## config.mk

```make
export PLATFORM = sky130hd
export DESIGN_NAME = gradient_normal_cube_code
export DESIGN_NICKNAME = d
export VERILOG_FILES = /design/src/design/gncc_pkg.sv /design/src/design/gncc_front.sv /design/src/design/gncc_queue.sv /design/src/design/gncc_back.sv /design/src/design/gradient_normal_cube_code.sv
export SDC_FILE = /design/constraint.sdc
export NUM_CORES = 1
export LEC_CHECK = 0
export ABC_AREA = 1
export BUFFER_PORTS_ARGS = -buffer_cell sky130_fd_sc_hd__buf_4
export CAP_MARGIN = 25
export CORE_MARGIN = 2
export CORE_UTILIZATION = 55
export CTS_BUF_LIST = sky130_fd_sc_hd__clkbuf_16
export DETAILED_ROUTE_END_ITERATION = 10
export PLACE_DENSITY = 0.71
export SYNTH_ARGS = -nofsm -noshare
export SYNTH_HDL_FRONTEND = slang
export SYNTH_SLANG_ARGS = --single-unit
```

## constraint.sdc

```tcl
create_clock -name clk -period 5.7 [get_ports clk]
set_input_delay 1.14 -clock clk [delete_from_list [all_inputs] [get_ports clk]]
set_output_delay 1.14 -clock clk [all_outputs]
set_load 0.05 [all_outputs]
```

## src/design/gncc_pkg.sv

```systemverilog
package gncc_pkg;

	localparam int FACE_W  = 3;
	localparam int FIELD_W = 6;

	localparam int DEF_COMPONENT_WIDTH = 6;
	localparam int DEF_HALF_RANGE      = 32;
	localparam int DEF_GRADIENT_WIDTH  = 16;

	typedef enum logic [FACE_W-1:0] {
		FACE_NEG_X = 3'd0,
		FACE_NEG_Y = 3'd1,
		FACE_NEG_Z = 3'd2,
		FACE_POS_X = 3'd3,
		FACE_POS_Y = 3'd4,
		FACE_POS_Z = 3'd5,
		FACE_ZERO  = 3'd6
	} face_t;

endpackage

```

## src/design/gncc_front.sv

```systemverilog
module gncc_front #(
	parameter int GRADIENT_WIDTH = gncc_pkg::DEF_GRADIENT_WIDTH
) (
	input  logic                             clk,
	input  logic                             arst_n,
	input  logic                             push,
	output logic                             full,
	input  logic signed [GRADIENT_WIDTH-1:0] grad_x,
	input  logic signed [GRADIENT_WIDTH-1:0] grad_y,
	input  logic signed [GRADIENT_WIDTH-1:0] grad_z,
	output logic                             out_valid,
	input  logic                             out_ready,
	output gncc_pkg::face_t                  out_face,
	output logic [GRADIENT_WIDTH-1:0]        out_mag,
	output logic [GRADIENT_WIDTH:0]          out_d1,
	output logic [GRADIENT_WIDTH:0]          out_d2
);
	import gncc_pkg::*;

	localparam int GW = GRADIENT_WIDTH;

	logic [GW-1:0] ax, ay, az;
	face_t         face;
	logic [GW-1:0] mag;
	logic [GW:0]   d1, d2;
	logic          v_s1;
	logic          take;

	assign ax = grad_x[GW-1] ? (~grad_x + 1'b1) : grad_x;
	assign ay = grad_y[GW-1] ? (~grad_y + 1'b1) : grad_y;
	assign az = grad_z[GW-1] ? (~grad_z + 1'b1) : grad_z;

	// strict compares: x wins ties over y, y over z
	always_comb begin
		logic signed [GW+1:0] mag_e;
		logic signed [GW+1:0] a_e, b_e;
		logic signed [GW+1:0] diff_a, diff_b;
		face = FACE_ZERO;
		mag  = '0;
		if (ax != '0) begin
			face = grad_x[GW-1] ? FACE_NEG_X : FACE_POS_X;
			mag  = ax;
		end
		if (ay > mag) begin
			face = grad_y[GW-1] ? FACE_NEG_Y : FACE_POS_Y;
			mag  = ay;
		end
		if (az > mag) begin
			face = grad_z[GW-1] ? FACE_NEG_Z : FACE_POS_Z;
			mag  = az;
		end
		a_e = '0;
		b_e = '0;
		unique case (face) inside
			FACE_NEG_X, FACE_POS_X: begin
				a_e = (GW+2)'(grad_y);
				b_e = (GW+2)'(grad_z);
			end
			FACE_NEG_Y, FACE_POS_Y: begin
				a_e = (GW+2)'(grad_x);
				b_e = (GW+2)'(grad_z);
			end
			FACE_NEG_Z, FACE_POS_Z: begin
				a_e = (GW+2)'(grad_x);
				b_e = (GW+2)'(grad_y);
			end
			default: begin
				a_e = '0;
				b_e = '0;
			end
		endcase
		mag_e  = signed'({2'b00, mag});
		// negated minor shifted onto [0, 2*mag]
		diff_a = mag_e - a_e;
		diff_b = mag_e - b_e;
		d1     = diff_a[GW:0];
		d2     = diff_b[GW:0];
	end

	assign full = v_s1 & ~out_ready;
	assign take = push & ~full;

	always_ff @(posedge clk or negedge arst_n) begin
		if (!arst_n) begin
			v_s1 <= 1'b0;
		end else begin
			v_s1 <= take | (v_s1 & ~out_ready);
		end
	end

	always_ff @(posedge clk) begin
		if (take) begin
			out_face <= face;
			out_mag  <= mag;
			out_d1   <= d1;
			out_d2   <= d2;
		end
	end

	assign out_valid = v_s1;

endmodule

```

## src/design/gncc_queue.sv

```systemverilog
module gncc_queue #(
	parameter int W = 8
) (
	input  logic         clk,
	input  logic         arst_n,
	input  logic         wr_en,
	output logic         wr_ready,
	input  logic [W-1:0] wr_data,
	output logic         rd_valid,
	input  logic         rd_en,
	output logic [W-1:0] rd_data
);
	logic [W-1:0] mem_q [2];
	logic         wr_ptr_q, rd_ptr_q;
	logic [1:0]   cnt_q;
	logic         do_wr, do_rd;

	assign wr_ready = (cnt_q != 2'd2);
	assign rd_valid = (cnt_q != 2'd0);
	assign do_wr    = wr_en & wr_ready;
	assign do_rd    = rd_en & rd_valid;
	assign rd_data  = mem_q[rd_ptr_q];

	always_ff @(posedge clk or negedge arst_n) begin
		if (!arst_n) begin
			wr_ptr_q <= 1'b0;
			rd_ptr_q <= 1'b0;
			cnt_q    <= 2'd0;
		end else begin
			if (do_wr) wr_ptr_q <= ~wr_ptr_q;
			if (do_rd) rd_ptr_q <= ~rd_ptr_q;
			cnt_q <= cnt_q + {1'b0, do_wr} - {1'b0, do_rd};
		end
	end

	always_ff @(posedge clk) begin
		if (do_wr) mem_q[wr_ptr_q] <= wr_data;
	end

endmodule

```

## src/design/gncc_back.sv

```systemverilog
module gncc_back #(
	parameter int GRADIENT_WIDTH  = gncc_pkg::DEF_GRADIENT_WIDTH,
	parameter int HALF_RANGE      = gncc_pkg::DEF_HALF_RANGE,
	parameter int COMPONENT_WIDTH = gncc_pkg::DEF_COMPONENT_WIDTH
) (
	input  logic                          clk,
	input  logic                          arst_n,
	input  logic                          in_valid,
	output logic                          in_ready,
	input  gncc_pkg::face_t               in_face,
	input  logic [GRADIENT_WIDTH-1:0]     in_mag,
	input  logic [GRADIENT_WIDTH:0]       in_d1,
	input  logic [GRADIENT_WIDTH:0]       in_d2,
	output logic                          empty,
	input  logic                          pop,
	output logic [gncc_pkg::FACE_W-1:0]   cube_face,
	output logic [gncc_pkg::FIELD_W-1:0]  first_minor,
	output logic [gncc_pkg::FIELD_W-1:0]  second_minor
);
	import gncc_pkg::*;

	localparam int GW  = GRADIENT_WIDTH;
	localparam int QW  = $clog2(2*HALF_RANGE+1);
	localparam int HW  = $clog2(HALF_RANGE+1);
	localparam int NW  = GW + 1 + HW;
	localparam int WW  = (NW > GW + QW) ? NW : GW + QW;
	localparam logic [QW-1:0] Q_TOP = QW'(2*HALF_RANGE-1);
	localparam logic [FIELD_W-1:0] C_MASK = FIELD_W'((1 << COMPONENT_WIDTH) - 1);

	logic [NW-1:0] rem1_s [QW+1];
	logic [NW-1:0] rem2_s [QW+1];
	logic [QW-1:0] quo1_s [QW+1];
	logic [QW-1:0] quo2_s [QW+1];
	logic [GW-1:0] mag_s  [QW+1];
	face_t         face_s [QW+1];
	logic          v_s    [QW+1];
	logic          rdy    [QW+2];

	logic [NW-1:0] nrem1 [QW];
	logic [NW-1:0] nrem2 [QW];
	logic [QW-1:0] nquo1 [QW];
	logic [QW-1:0] nquo2 [QW];

	logic          res_v_q;
	logic [QW-1:0] q1_cl, q2_cl;

	// one quotient bit per stage, msb first
	always_comb begin
		logic [WW-1:0] dv;
		logic [WW-1:0] r1, r2;
		for (int k = 0; k < QW; k++) begin
			dv = WW'(mag_s[k]) << (QW-1-k);
			r1 = WW'(rem1_s[k]);
			r2 = WW'(rem2_s[k]);
			nrem1[k] = rem1_s[k];
			nrem2[k] = rem2_s[k];
			nquo1[k] = quo1_s[k];
			nquo2[k] = quo2_s[k];
			if (r1 >= dv) begin
				nrem1[k] = NW'(r1 - dv);
				nquo1[k] = quo1_s[k] | (QW'(1) << (QW-1-k));
			end
			if (r2 >= dv) begin
				nrem2[k] = NW'(r2 - dv);
				nquo2[k] = quo2_s[k] | (QW'(1) << (QW-1-k));
			end
		end
	end

	always_comb begin
		rdy[QW+1] = ~res_v_q | pop;
		for (int k = QW; k >= 0; k--) begin
			rdy[k] = ~v_s[k] | rdy[k+1];
		end
	end

	assign in_ready = rdy[0];

	always_ff @(posedge clk or negedge arst_n) begin
		if (!arst_n) begin
			for (int k = 0; k <= QW; k++) v_s[k] <= 1'b0;
			res_v_q <= 1'b0;
		end else begin
			if (rdy[0]) v_s[0] <= in_valid;
			for (int k = 1; k <= QW; k++) begin
				if (rdy[k]) v_s[k] <= v_s[k-1];
			end
			if (rdy[QW+1]) res_v_q <= v_s[QW];
		end
	end

	always_ff @(posedge clk) begin
		if (rdy[0] && in_valid) begin
			rem1_s[0] <= NW'(in_d1) * NW'(HALF_RANGE);
			rem2_s[0] <= NW'(in_d2) * NW'(HALF_RANGE);
			quo1_s[0] <= '0;
			quo2_s[0] <= '0;
			mag_s[0]  <= in_mag;
			face_s[0] <= in_face;
		end
		for (int k = 1; k <= QW; k++) begin
			if (rdy[k] && v_s[k-1]) begin
				rem1_s[k] <= nrem1[k-1];
				rem2_s[k] <= nrem2[k-1];
				quo1_s[k] <= nquo1[k-1];
				quo2_s[k] <= nquo2[k-1];
				mag_s[k]  <= mag_s[k-1];
				face_s[k] <= face_s[k-1];
			end
		end
	end

	// minor equal to minus the magnitude gives 2*half_range, clamp it
	assign q1_cl = (quo1_s[QW] > Q_TOP) ? Q_TOP : quo1_s[QW];
	assign q2_cl = (quo2_s[QW] > Q_TOP) ? Q_TOP : quo2_s[QW];

	always_ff @(posedge clk) begin
		if (rdy[QW+1] && v_s[QW]) begin
			cube_face <= face_s[QW];
			if (face_s[QW] == FACE_ZERO) begin
				first_minor  <= '0;
				second_minor <= '0;
			end else begin
				first_minor  <= FIELD_W'(q1_cl) & C_MASK;
				second_minor <= FIELD_W'(q2_cl) & C_MASK;
			end
		end
	end

	assign empty = ~res_v_q;

endmodule

```

## src/design/gradient_normal_cube_code.sv

```systemverilog
// channel  | handshake    | payload
// ---------+--------------+------------------------------------------
// input    | push / full  | grad_x, grad_y, grad_z (GRADIENT_WIDTH, signed)
// result   | pop / empty  | cube_face (3), first_minor (6), second_minor (6)
//
// one item per cycle sustained while pop keeps up; results come out in input order.
// an accepted item passes the front register, the queue, the divider stages
// and the result register before its result is visible; the divider is a
// restoring one, one quotient bit per stage.
// arst_n clears all valid state; the block then holds no items.
// a held result (pop low) stalls the divider stages, then the 2-entry
// queue, then the front register, and only then raises full.
module gradient_normal_cube_code #(
	parameter int COMPONENT_WIDTH = gncc_pkg::DEF_COMPONENT_WIDTH,
	parameter int HALF_RANGE      = gncc_pkg::DEF_HALF_RANGE,
	parameter int GRADIENT_WIDTH  = gncc_pkg::DEF_GRADIENT_WIDTH
) (
	input  logic                             clk,
	input  logic                             arst_n,
	input  logic                             push,
	output logic                             full,
	input  logic signed [GRADIENT_WIDTH-1:0] grad_x,
	input  logic signed [GRADIENT_WIDTH-1:0] grad_y,
	input  logic signed [GRADIENT_WIDTH-1:0] grad_z,
	output logic                             empty,
	input  logic                             pop,
	output logic [gncc_pkg::FACE_W-1:0]      cube_face,
	output logic [gncc_pkg::FIELD_W-1:0]     first_minor,
	output logic [gncc_pkg::FIELD_W-1:0]     second_minor
);
	import gncc_pkg::*;

	localparam int GW = GRADIENT_WIDTH;
	localparam int PW = FACE_W + GW + 2*(GW+1);

	logic          f_valid, f_ready;
	face_t         f_face;
	logic [GW-1:0] f_mag;
	logic [GW:0]   f_d1, f_d2;

	logic          b_valid, b_ready;
	logic [PW-1:0] q_wdata, q_rdata;
	face_t         b_face;
	logic [GW-1:0] b_mag;
	logic [GW:0]   b_d1, b_d2;

	gncc_front #(
		.GRADIENT_WIDTH(GRADIENT_WIDTH)
	) u_front (
		.clk      (clk),
		.arst_n   (arst_n),
		.push     (push),
		.full     (full),
		.grad_x   (grad_x),
		.grad_y   (grad_y),
		.grad_z   (grad_z),
		.out_valid(f_valid),
		.out_ready(f_ready),
		.out_face (f_face),
		.out_mag  (f_mag),
		.out_d1   (f_d1),
		.out_d2   (f_d2)
	);

	assign q_wdata = {f_face, f_mag, f_d1, f_d2};

	gncc_queue #(
		.W(PW)
	) u_queue (
		.clk     (clk),
		.arst_n  (arst_n),
		.wr_en   (f_valid),
		.wr_ready(f_ready),
		.wr_data (q_wdata),
		.rd_valid(b_valid),
		.rd_en   (b_ready),
		.rd_data (q_rdata)
	);

	assign b_face = face_t'(q_rdata[PW-1 -: FACE_W]);
	assign b_mag  = q_rdata[2*(GW+1) +: GW];
	assign b_d1   = q_rdata[GW+1 +: GW+1];
	assign b_d2   = q_rdata[0 +: GW+1];

	gncc_back #(
		.GRADIENT_WIDTH (GRADIENT_WIDTH),
		.HALF_RANGE     (HALF_RANGE),
		.COMPONENT_WIDTH(COMPONENT_WIDTH)
	) u_back (
		.clk         (clk),
		.arst_n      (arst_n),
		.in_valid    (b_valid),
		.in_ready    (b_ready),
		.in_face     (b_face),
		.in_mag      (b_mag),
		.in_d1       (b_d1),
		.in_d2       (b_d2),
		.empty       (empty),
		.pop         (pop),
		.cube_face   (cube_face),
		.first_minor (first_minor),
		.second_minor(second_minor)
	);

endmodule

```

# Word-level counts from Yosys, hierarchy flattened
# Memory sizes are Yosys's and may differ from the RTL's.
# Index checks and enable logic that the tools add are counted.
# totals
ff_bits	82
mem_bits_rw	738
out_inout_bits	17
word_cells	181
mem_count	7
# op_classes
add_sub_neg	21
order_cmp	18
eq_ne	7
mux	62
n_bitwise	30
n_reduce_logical	16
# mem_list
name	depth	width	rd	rd_clocked_by_memory_dff	write_ports	line	rtl
u_back.rem1_s	8	23	7	0	8	gncc_back.sv:30	logic [NW-1:0] rem1_s [QW+1];
u_back.rem2_s	8	23	7	0	8	gncc_back.sv:31	logic [NW-1:0] rem2_s [QW+1];
u_back.mag_s	8	16	7	0	8	gncc_back.sv:34	logic [GW-1:0] mag_s [QW+1];
u_queue.mem_q	2	53	1	0	1	gncc_queue.sv:13	logic [W-1:0] mem_q [2];
u_back.quo1_s	8	7	8	0	8	gncc_back.sv:32	logic [QW-1:0] quo1_s [QW+1];
u_back.quo2_s	8	7	8	0	8	gncc_back.sv:33	logic [QW-1:0] quo2_s [QW+1];
1 more memories	-	-	-	-	-	-	
# ops
op	n
$mux 23	14
$mux 16	6
$pmux 17 s2	2
$add 16x1->16 const B	3
$not 16->16	3
$ge 23x16->1	2
$ge 23x17->1	2
$ge 23x18->1	2
$ge 23x19->1	2
$ge 23x20->1	2
$ge 23x21->1	2
$ge 23x22->1	2
$sub 23x16->23	2
$sub 23x17->23	2
$sub 23x18->23	2
$sub 23x19->23	2
$sub 23x20->23	2
$sub 23x21->23	2
$sub 23x22->23	2
$sub 17x17->17	2
$gt 16x16->1	2
$mux 6	4
$mux 3	7
$mux 1	20
20 further kinds	63

# Depth between registers and ports, before layout
# Gate-level depths: netlist of run 1.
# depth
word_depth	13
mapped_depth	56
depth_no_buf	55

# By module
# Synthesis of run 1 repeated with hierarchy kept, for this count alone.
# unflattened
hier_cells	5443
hier_area_um2	43605.6
# by_module_without_submodules
mod	instances	cells_each	area_per_inst_um2	seq_area_each_um2
gncc_back	1	4336	33469.6	14549.0
gncc_front	1	799	6019.5	1616.6
gncc_queue	1	308	4116.4	3283.1

# Worst setup path before layout of run 1
# Ideal clock, no wire load.
# synth_path
path_type	input to register
startpoint	input grad_x[0]
endpoint	register u_front.out_d2[14], data pin
setup_time_ps	265
t_arrival_ps	6955
setup_slack_ps	-1520
stages	53
cell_sequence	inv_1 > ha_1 > nand3_2 > nor2_2 > nand2_1 > nand2_1 > nand2_1 > nand2_2 > inv_4 > nand2_2 > nor2_4 > nand3_4 > nand2_2 > o21a_1 > ha_1 > a21oi_1 > o21ai_0 > nand2_1 > [17 not listed] > inv_1 > nand2_1 > nand2_2 > nand2_4 > buf_8 > o22ai_1 > ha_1 > fa_1 > o21ai_1 > nand2_1 > nand2_1 > a21oi_1 > o21ai_1 > nand3_1 > nand2_1 > a21boi_1 > o21ai_0 > xor2_1
# synth_via
elab_chain_len	13
# synth_rtl
element	line	rtl
start: declaration	gradient_normal_cube_code.sv:22	input logic signed [GRADIENT_WIDTH-1:0] grad_x,
$not 16->16	gncc_front.sv:29	assign ax = grad_x[GW-1] ? (~grad_x + 1'b1) : grad_x;
$add 16x1->16	gncc_front.sv:29	
$mux 16 (*)	gncc_front.sv:29	
$reduce_bool 16->1	gncc_front.sv:40	if (ax != '0) begin
$mux 16	gncc_front.sv:40	
$gt 16x16->1	gncc_front.sv:44	if (ay > mag) begin
$mux 16	gncc_front.sv:44	
$gt 16x16->1	gncc_front.sv:48	if (az > mag) begin
$mux 3	gncc_front.sv:48	
$eq 3x3->1 (no source line) (tied with other cells)	-	
$reduce_or 4->1 (no source line) or $reduce_or 2->1 (tied branches)	-	
$pmux 17 s2	gncc_front.sv:54	unique case (face) inside
$sub 17x17->17 (*)	gncc_front.sv:75	diff_b = mag_e - b_e;
net u_front.d2[14]	gncc_front.sv:25	logic [GW:0] d1, d2;
end signal: assignment	gncc_front.sv:96	out_d2 <= d2;
end: declaration	gncc_front.sv:16	output logic [GRADIENT_WIDTH:0] out_d2
# The timed path passes the listed nets; every way through them passes the cells marked *.
# A chain may end at the register's enable or synchronous reset.

# Final worst setup path of run 1
# layout_path
startpoint	input grad_x[0]
endpoint	register u_front.out_d1[13], data pin
# layout_via
elab_chain_len	13
# layout_rtl
element	line	rtl
$not 16->16	gncc_front.sv:29	
$add 16x1->16	gncc_front.sv:29	
$mux 16	gncc_front.sv:29	
$reduce_bool 16->1	gncc_front.sv:40	
$mux 16	gncc_front.sv:40	
$gt 16x16->1	gncc_front.sv:44	
$mux 16	gncc_front.sv:44	
$gt 16x16->1	gncc_front.sv:48	
$mux 3	gncc_front.sv:48	
$eq 3x3->1 (no source line) (tied with other cells)	-	
$reduce_or 4->1 (no source line) or $reduce_or 2->1 (tied branches)	-	
$pmux 17 s2	gncc_front.sv:54	
$sub 17x17->17 (*)	gncc_front.sv:74	diff_a = mag_e - a_e;
net u_front.d1[13]	gncc_front.sv:25	
end signal: assignment	gncc_front.sv:95	out_d1 <= d1;
end: declaration	gncc_front.sv:15	output logic [GRADIENT_WIDTH:0] out_d1,
# Marks and branches as above.

==> results of run 1 <==
-- through the flow --
stage | util, % | cells | hold WS [ns] | TNS [ns] | worst slack [ns]
after global routing | 67.3 | 5183 | 0.343 | -30.57 | -1.34
final | 67.3 | 5183 | 0.347 | -22.25 | -1.04
after global placement | 61.1 | 4987 | 0.401 | -40.50 | -1.52
after detailed placement | 61.2 | 4989 | 0.405 | -44.56 | -1.68
after CTS | 66.2 | 5166 | 0.334 | -13.82 | -0.798
after floorplan | - | 3823 | 0.400 | -17.11 | -1.02
-- synthesized netlist by cell type, types with 12 or more instances --
library cell	n	area (um2)
sky130_fd_sc_hd__nand3_1	105	526
sky130_fd_sc_hd__nand2_1	866	3250
sky130_fd_sc_hd__or2_2	18	113
sky130_fd_sc_hd__inv_2	34	128
sky130_fd_sc_hd__buf_4	12	90.1
sky130_fd_sc_hd__nand4_1	31	194
sky130_fd_sc_hd__clkbuf_1	22	82.6
sky130_fd_sc_hd__edfxtp_1	636	19100
sky130_fd_sc_hd__o21bai_1	12	90.1
sky130_fd_sc_hd__o21ai_0	166	831
sky130_fd_sc_hd__o21a_1	13	97.6
sky130_fd_sc_hd__buf_2	22	110
sky130_fd_sc_hd__nor4_1	25	156
sky130_fd_sc_hd__nor2_1	239	897
sky130_fd_sc_hd__fa_1	14	280
sky130_fd_sc_hd__inv_1	421	1580
sky130_fd_sc_hd__o22ai_2	12	150
sky130_fd_sc_hd__ha_1	291	3640
sky130_fd_sc_hd__xor2_1	138	1210
sky130_fd_sc_hd__nor3_1	32	160
sky130_fd_sc_hd__nand2_2	12	75.1
sky130_fd_sc_hd__a31oi_1	17	106
sky130_fd_sc_hd__o22ai_1	18	113
sky130_fd_sc_hd__o21ai_1	149	746
sky130_fd_sc_hd__dfrtp_1	14	350
sky130_fd_sc_hd__a21oi_1	268	1340
sky130_fd_sc_hd__xnor2_1	100	876
-- state kept, by name, indices dropped and copies added (netlist names), 8 cells and up --
register         cells
u_back.quo1_s       28
u_front.out_d1      17
u_front.out_mag     16
u_back.quo2_s       28
u_back.face_s       24
u_queue.mem_q      106
u_back.rem1_s      135
u_back.mag_s       112
u_front.out_d2      17
u_back.v_s           8
u_back.rem2_s      135
-- what timing repair did --
| action | 4_1_cts | 5_1_grt |
|---|---|---|
| setup endpoints to repair | 32 | 34 |
| setup buffers | 58 | 18 |
| gates cloned | 3 | 0 |
| pin swaps | 70 | 85 |
| resized for setup | 139 | 113 |
-- how the worst max path moves through the flow --
stage	to	slack (ns)	depth (start not counted)
after global placement	u_front.out_d2[14]	-1.52	51
after CTS	u_front.out_d2[14]	-0.80	53
final	u_front.out_d1[13]	-1.04	55
after floorplan	u_front.out_d1[13]	-1.02	53
after global routing	u_front.out_d1[13]	-1.34	54
after detailed placement	u_front.out_d2[13]	-1.68	54
-- per-layer routing --
metal / global-route usage, % / share of wire [%] / vias up
met2: 50.1 / 52 / 673
met3: 3.51 / 3.7 / 219
met4: 13.2 / 5.3 / 0
li1: - / - / 14000
met1: 30.7 / 39 / 13200
met5: 0 / 0 / -
-- cells by family (layout without fill, tap and decap cells) --
group | Yosys count | after routing | share of synthesized area, %
xor+xnor | 239 | 239 | 5.61
buf+inv | 525 | 1012 | 5.64
fa+ha+maj | 305 | 305 | 10.5
flops | 650 | 650 | 51.9
simple gates | 1362 | 1362 | 15.1
compound gates | 742 | 742 | 11.3
-- final cells by class --
cell class                      instances  area (um2)
Sequential cell                       650       19400
Multi-Input combinational cell       2648       17200
Tap cell                              873        1090
Clock inverter                         53         586
Clock buffer                           69        1730
Inverter                              458        1740
Timing Repair Buffer                  432        3480
Fill cell                            5075       22000
==> run_results.csv, run 1 <==
group,metric,value,unit
drt,drt_iter0_markers,2082,
layout,antenna_diode_instance_count,0,
drt,detail_route.first_pass.iterations,7,
critical_path,critical_path.most_common_cell,"sky130_fd_sc_hd__nand2_2",
timing,timing.final.setup_violations,32,
job,cap_viol_max_count,0,
synth,flop_and_latch_count_out_of_synthesis,650,
synth,ys_async_sr_fraction,2.15,%
global_route,global_route_wire_length_before_repair,148000,um
critical_path,critPathArrivalTime,7.13,ns
timing,hold_viol_final,0,
timing,layout_min_cycle_time,6.74,ns
synth,synth.yosys.seq_area_share,51.9,%
critical_path,worst-r2r-cell-count,13,
layout,post-route-cell-area,45300,um2
critical_path,worst-r2r-setup-slack,1.97,ns
die,die_area,70200,um2
drt,route.detailed.wl_per_inst,18.3,um
clocking,clock_tree.root_cell,"sky130_fd_sc_hd__clkbuf_16",
placed_design,hpwlAfterDp,71900,um
placed_design,globalplace.congestion,0.947,
critical_path,crit_path_buffers_inverters,8,
synth,synth_edf_count,636,
clocking,cts.hold.buffers_added,0,
global_route,grt_overflow_total,0,
critical_path,critical_path.endpoint_type,"register",
critical_path,worstSetupPathType,"input pin to register",
synth,synth_flop_cell,"sky130_fd_sc_hd__edfxtp_1",
timing,fmax,148,MHz
die,design.portCount,69,
critical_path,path_max_fanout,7,
die,core_area,67300,um2
synth,syn_avg_cell_area,9.80,um2
clocking,worstSkewPairLatency,0.64,ns
timing,finalClockSkew,0.0420,ns
layout,layout-area-overhead-vs-synth,20.8,%
drt,post-route-drc-count,0,
clocking,tritoncts,"done",
critical_path,critPathRequiredTime,6.10,ns
die,chipHeight,265,um
timing,rsz0062_at_grt,"yes",
clocking,cts-buffers-inserted,69,
critical_path,cp_top_family,"simple AND/OR/NAND/NOR gates",
synth,synth_cell_types,67,
placed_design,count_of_buffers_inserted_at_the_top_level_ports,68,
die,die_span_x,265,um
global_route,tot_gr_track_use,27.0,%
critical_path,start_kind,"input pin",
synth,yosysWarnings,0,
timing,worst_pin_slew,0.899,ns
critical_path,startpoint,"grad_x[0]",
timing,max-slew-margin-rel,40.0,%
global_route,grt_antenna_before_repair,0,
status,run_status,"finished with violations",
global_route,vias_in_the_first_global_route,28300,
synth,syn-cell-area,37500,um2
critical_path,crit_path_max_incr_delay,0.27,ns
layout,most_frequent_standard_cell_in_the_layout_excluding_fill_and_tap_cells,"sky130_fd_sc_hd__nand2_1",
critical_path,worst_path_max_delay_cell,"sky130_fd_sc_hd__ha_4",
placed_design,placed_area,41100,um2
drt,via_per_inst,5.42,
critical_path,rr_startpoint,"u_back.mag_s[0][51]",
drt,ant_nets,0,
drt,finalWirelength,94600,um
clocking,worst_setup_hold_path_clk_slew,0.08,ns
die,rows,95,
synth,netlist_instances,3823,
die,initial_core_util,55.7,%
clocking,clock_sinks,650,
layout,most-common-layout-cells,"sky130_fd_sc_hd__nand2_1, sky130_fd_sc_hd__edfxtp_1, sky130_fd_sc_hd__inv_1",
layout,post_route_cells_drive_above_1_share,19.7,%
timing,slew_viol_final,0,
hold_path,timing.hold.worst.class,"input pin to async pin",
timing,post-route-period-util,118,%
clocking,cts_max_path_buffers,3,
status,violations,"setup timing",
synth,synthesis.nets,4180,
clocking,clock_tree.htree_level_count,3,
layout,number_of_nets_at_the_end_of_the_flow,4616,
timing,post-route-worst-setup-slack,-1.04,ns
critical_path,worst_r2r_end,"u_back.rem1_s[4][20]",
drt,vias,28100,
global_route,pin_count_of_the_biggest_net_entering_global_routing,72,
Power of run 1 is left out: the tool's default activity adds up to more than one toggle a clock period on the data nets, which glitch-free logic cannot reach.
==> run 2: changes to the inputs <==
Settings changed: PLACE_DENSITY 0.71 to default, PLACE_DENSITY_LB_ADDON from default to 0.1.
==> run_results.csv, run 2 (synthesis gave the netlist of run 1 again) <==
group,metric,value,unit
drt,vias,28200,
layout,most_frequent_standard_cell_in_the_layout_excluding_fill_and_tap_cells,"sky130_fd_sc_hd__nand2_1",
critical_path,worstSetupPathType,"input pin to register",
timing,worst_pin_slew,1.00,ns
drt,post-route-drc-count,0,
timing,finalClockSkew,0.0429,ns
global_route,global_route_wire_length_before_repair,152000,um
die,design.portCount,69,
die,rows,95,
clocking,clock_tree.root_cell,"sky130_fd_sc_hd__clkbuf_16",
critical_path,start_kind,"input pin",
drt,ant_nets,0,
clocking,clock_tree.htree_level_count,3,
job,cap_viol_max_count,0,
die,core_area,67300,um2
status,violations,"setup timing",
die,initial_core_util,55.7,%
drt,via_per_inst,5.41,
clocking,tritoncts,"done",
timing,slew_viol_final,0,
global_route,grt.met1_usage,33.7,%
placed_design,globalplace.congestion,0.931,
global_route,highest_utilization_routing_layer_at_the_global_route_stage,"met2",
critical_path,startpoint,"grad_x[0]",
placed_design,hpwlAfterDp,75700,um
global_route,grt_antenna_before_repair,2,
layout,number_of_nets_at_the_end_of_the_flow,4631,
layout,antenna_diode_instance_count,0,
clocking,cts_max_path_buffers,3,
placed_design,placed_area,41200,um2
timing,hold_viol_final,0,
global_route,vias_in_the_first_global_route,27900,
drt,finalWirelength,98200,um
hold_path,timing.hold.worst.class,"input pin to async pin",
critical_path,worstSetupEndpoint,"u_front.out_d2[16]",
drt,route.detailed.wl_per_inst,18.9,um
status,run_status,"finished with violations",
layout,layout-area-overhead-vs-synth,20.4,%
global_route,pin_count_of_the_biggest_net_entering_global_routing,72,
timing,rsz0062_at_grt,"yes",
placed_design,count_of_buffers_inserted_at_the_top_level_ports,68,
drt,detail_route.first_pass.iterations,6,
clocking,worst_setup_hold_path_clk_slew,0.06,ns
global_route,tot_gr_track_use,27.9,%
layout,most-common-layout-cells,"sky130_fd_sc_hd__nand2_1, sky130_fd_sc_hd__edfxtp_1, sky130_fd_sc_hd__buf_4",
die,chipHeight,265,um
critical_path,crit_path_max_incr_delay,0.23,ns
clocking,clock_sinks,650,
layout,final_core_util,67.0,%
drt,drt_iter0_markers,2042,
critical_path,worst-r2r-setup-slack,1.54,ns
critical_path,critical_path.most_common_cell,"sky130_fd_sc_hd__buf_4",
clocking,cts-buffers-inserted,71,
critical_path,critPathArrivalTime,6.94,ns
timing,max-slew-margin-rel,32.6,%
critical_path,worst-r2r-cell-count,11,
placed_design,dpl_worst_slack,-1.71,ns
die,die_area,70200,um2
clocking,cts.hold.buffers_added,0,
global_route,met3_routing_resource_usage_after_global_routing,3.20,%
layout,post_route_cells_drive_above_1_share,19.8,%
critical_path,worst_r2r_end,"u_back.rem1_s[4][20]",
timing,fmax,152,MHz
global_route,global_route.usage.met2,50.3,%
timing,timing.final.setup_violations,31,
clocking,worstSkewPairLatency,0.63,ns
critical_path,critPathRequiredTime,6.06,ns
die,die_span_x,265,um
timing,post-route-period-util,115,%
timing,post-route-worst-setup-slack,-0.878,ns
critical_path,critical_path.endpoint_type,"register",
layout,post-route-cell-area,45100,um2
critical_path,rr_startpoint,"u_back.mag_s[0][59]",
critical_path,path_max_fanout,4,
global_route,grt_overflow_total,0,
timing,layout_min_cycle_time,6.58,ns
layout,biggestRegsByFlops,"u_back.rem1_s: 135 flops, u_back.rem2_s: 135 flops, u_back.mag_s: 112 flops",
critical_path,worst_path_max_delay_cell,"sky130_fd_sc_hd__ha_4",
[run 2: cell count changes in the layout (fill, tap and decap cells not counted), sizes merged]
cell	delta
buf	+13
clkbuf	+2
clkinv	+7
clkinvlp	+3
inv	-8
[run 2: area by class of cell]
class / instances / area (um2)
fill: 5290 / 22200
sequential: 650 / 19400
multi-input combinational: 2648 / 16900
timing repair buffer: 445 / 3470
clock buffer: 71 / 1780
inverter: 458 / 1740
tap: 873 / 1090
clock inverter: 55 / 656
[run 2: routing by layer]
metal	up-vias	wire [um]
li1	14100	-
met1	13200	40000
met2	624	49900
met3	206	3510
met4	2	4790
met5	-	18
[run 2: worst min-delay path by stage]
stage	startpoint	endpoint	slack [ns]	cells past startpoint
detailed placement	u_back.face_s[0][7]	u_back.face_s[0][10]	0.40	0
floorplan	u_back.face_s[0][7]	u_back.face_s[0][10]	0.40	0
global placement	u_back.quo1_s[0][13]	u_back.quo1_s[0][20]	0.40	0
finish	arst_n	u_back.v_s[2]	0.35	1
CTS	arst_n	u_back.res_v_q	0.33	1
global route	arst_n	u_back.res_v_q	0.34	1
[run 2: critical path: cells and delay by family]
kind                     cells  cell delay [ns]
AO/OA/AOI/OAI                7             1.00
buffers and inverters       24             2.67
AND/OR/NAND/NOR             18             1.45
adder cells (fa/ha/maj)      3             0.62
[run 2: what timing repair did]
| item | 4_1_cts | 5_1_grt |
|---|---|---|
| setup endpoints to repair | 32 | 36 |
| cloned | 1 | 0 |
| resized for setup | 136 | 68 |
| setup buffers | 64 | 12 |
| pin swaps | 80 | 66 |
[run 2: metrics by stage]
| step | TNS [ns] | hold WS [ns] | cells |
|---|---|---|---|
| after global placement | -41.51 | 0.402 | 4996 |
| after floorplan | -17.11 | 0.400 | 3823 |
| final | -17.35 | 0.354 | 5200 |
| after CTS | -11.13 | 0.327 | 5187 |
| after detailed placement | -48.10 | 0.405 | 4997 |
| after global routing | -30.48 | 0.341 | 5200 |
Power of run 2 is left out for the same reason.
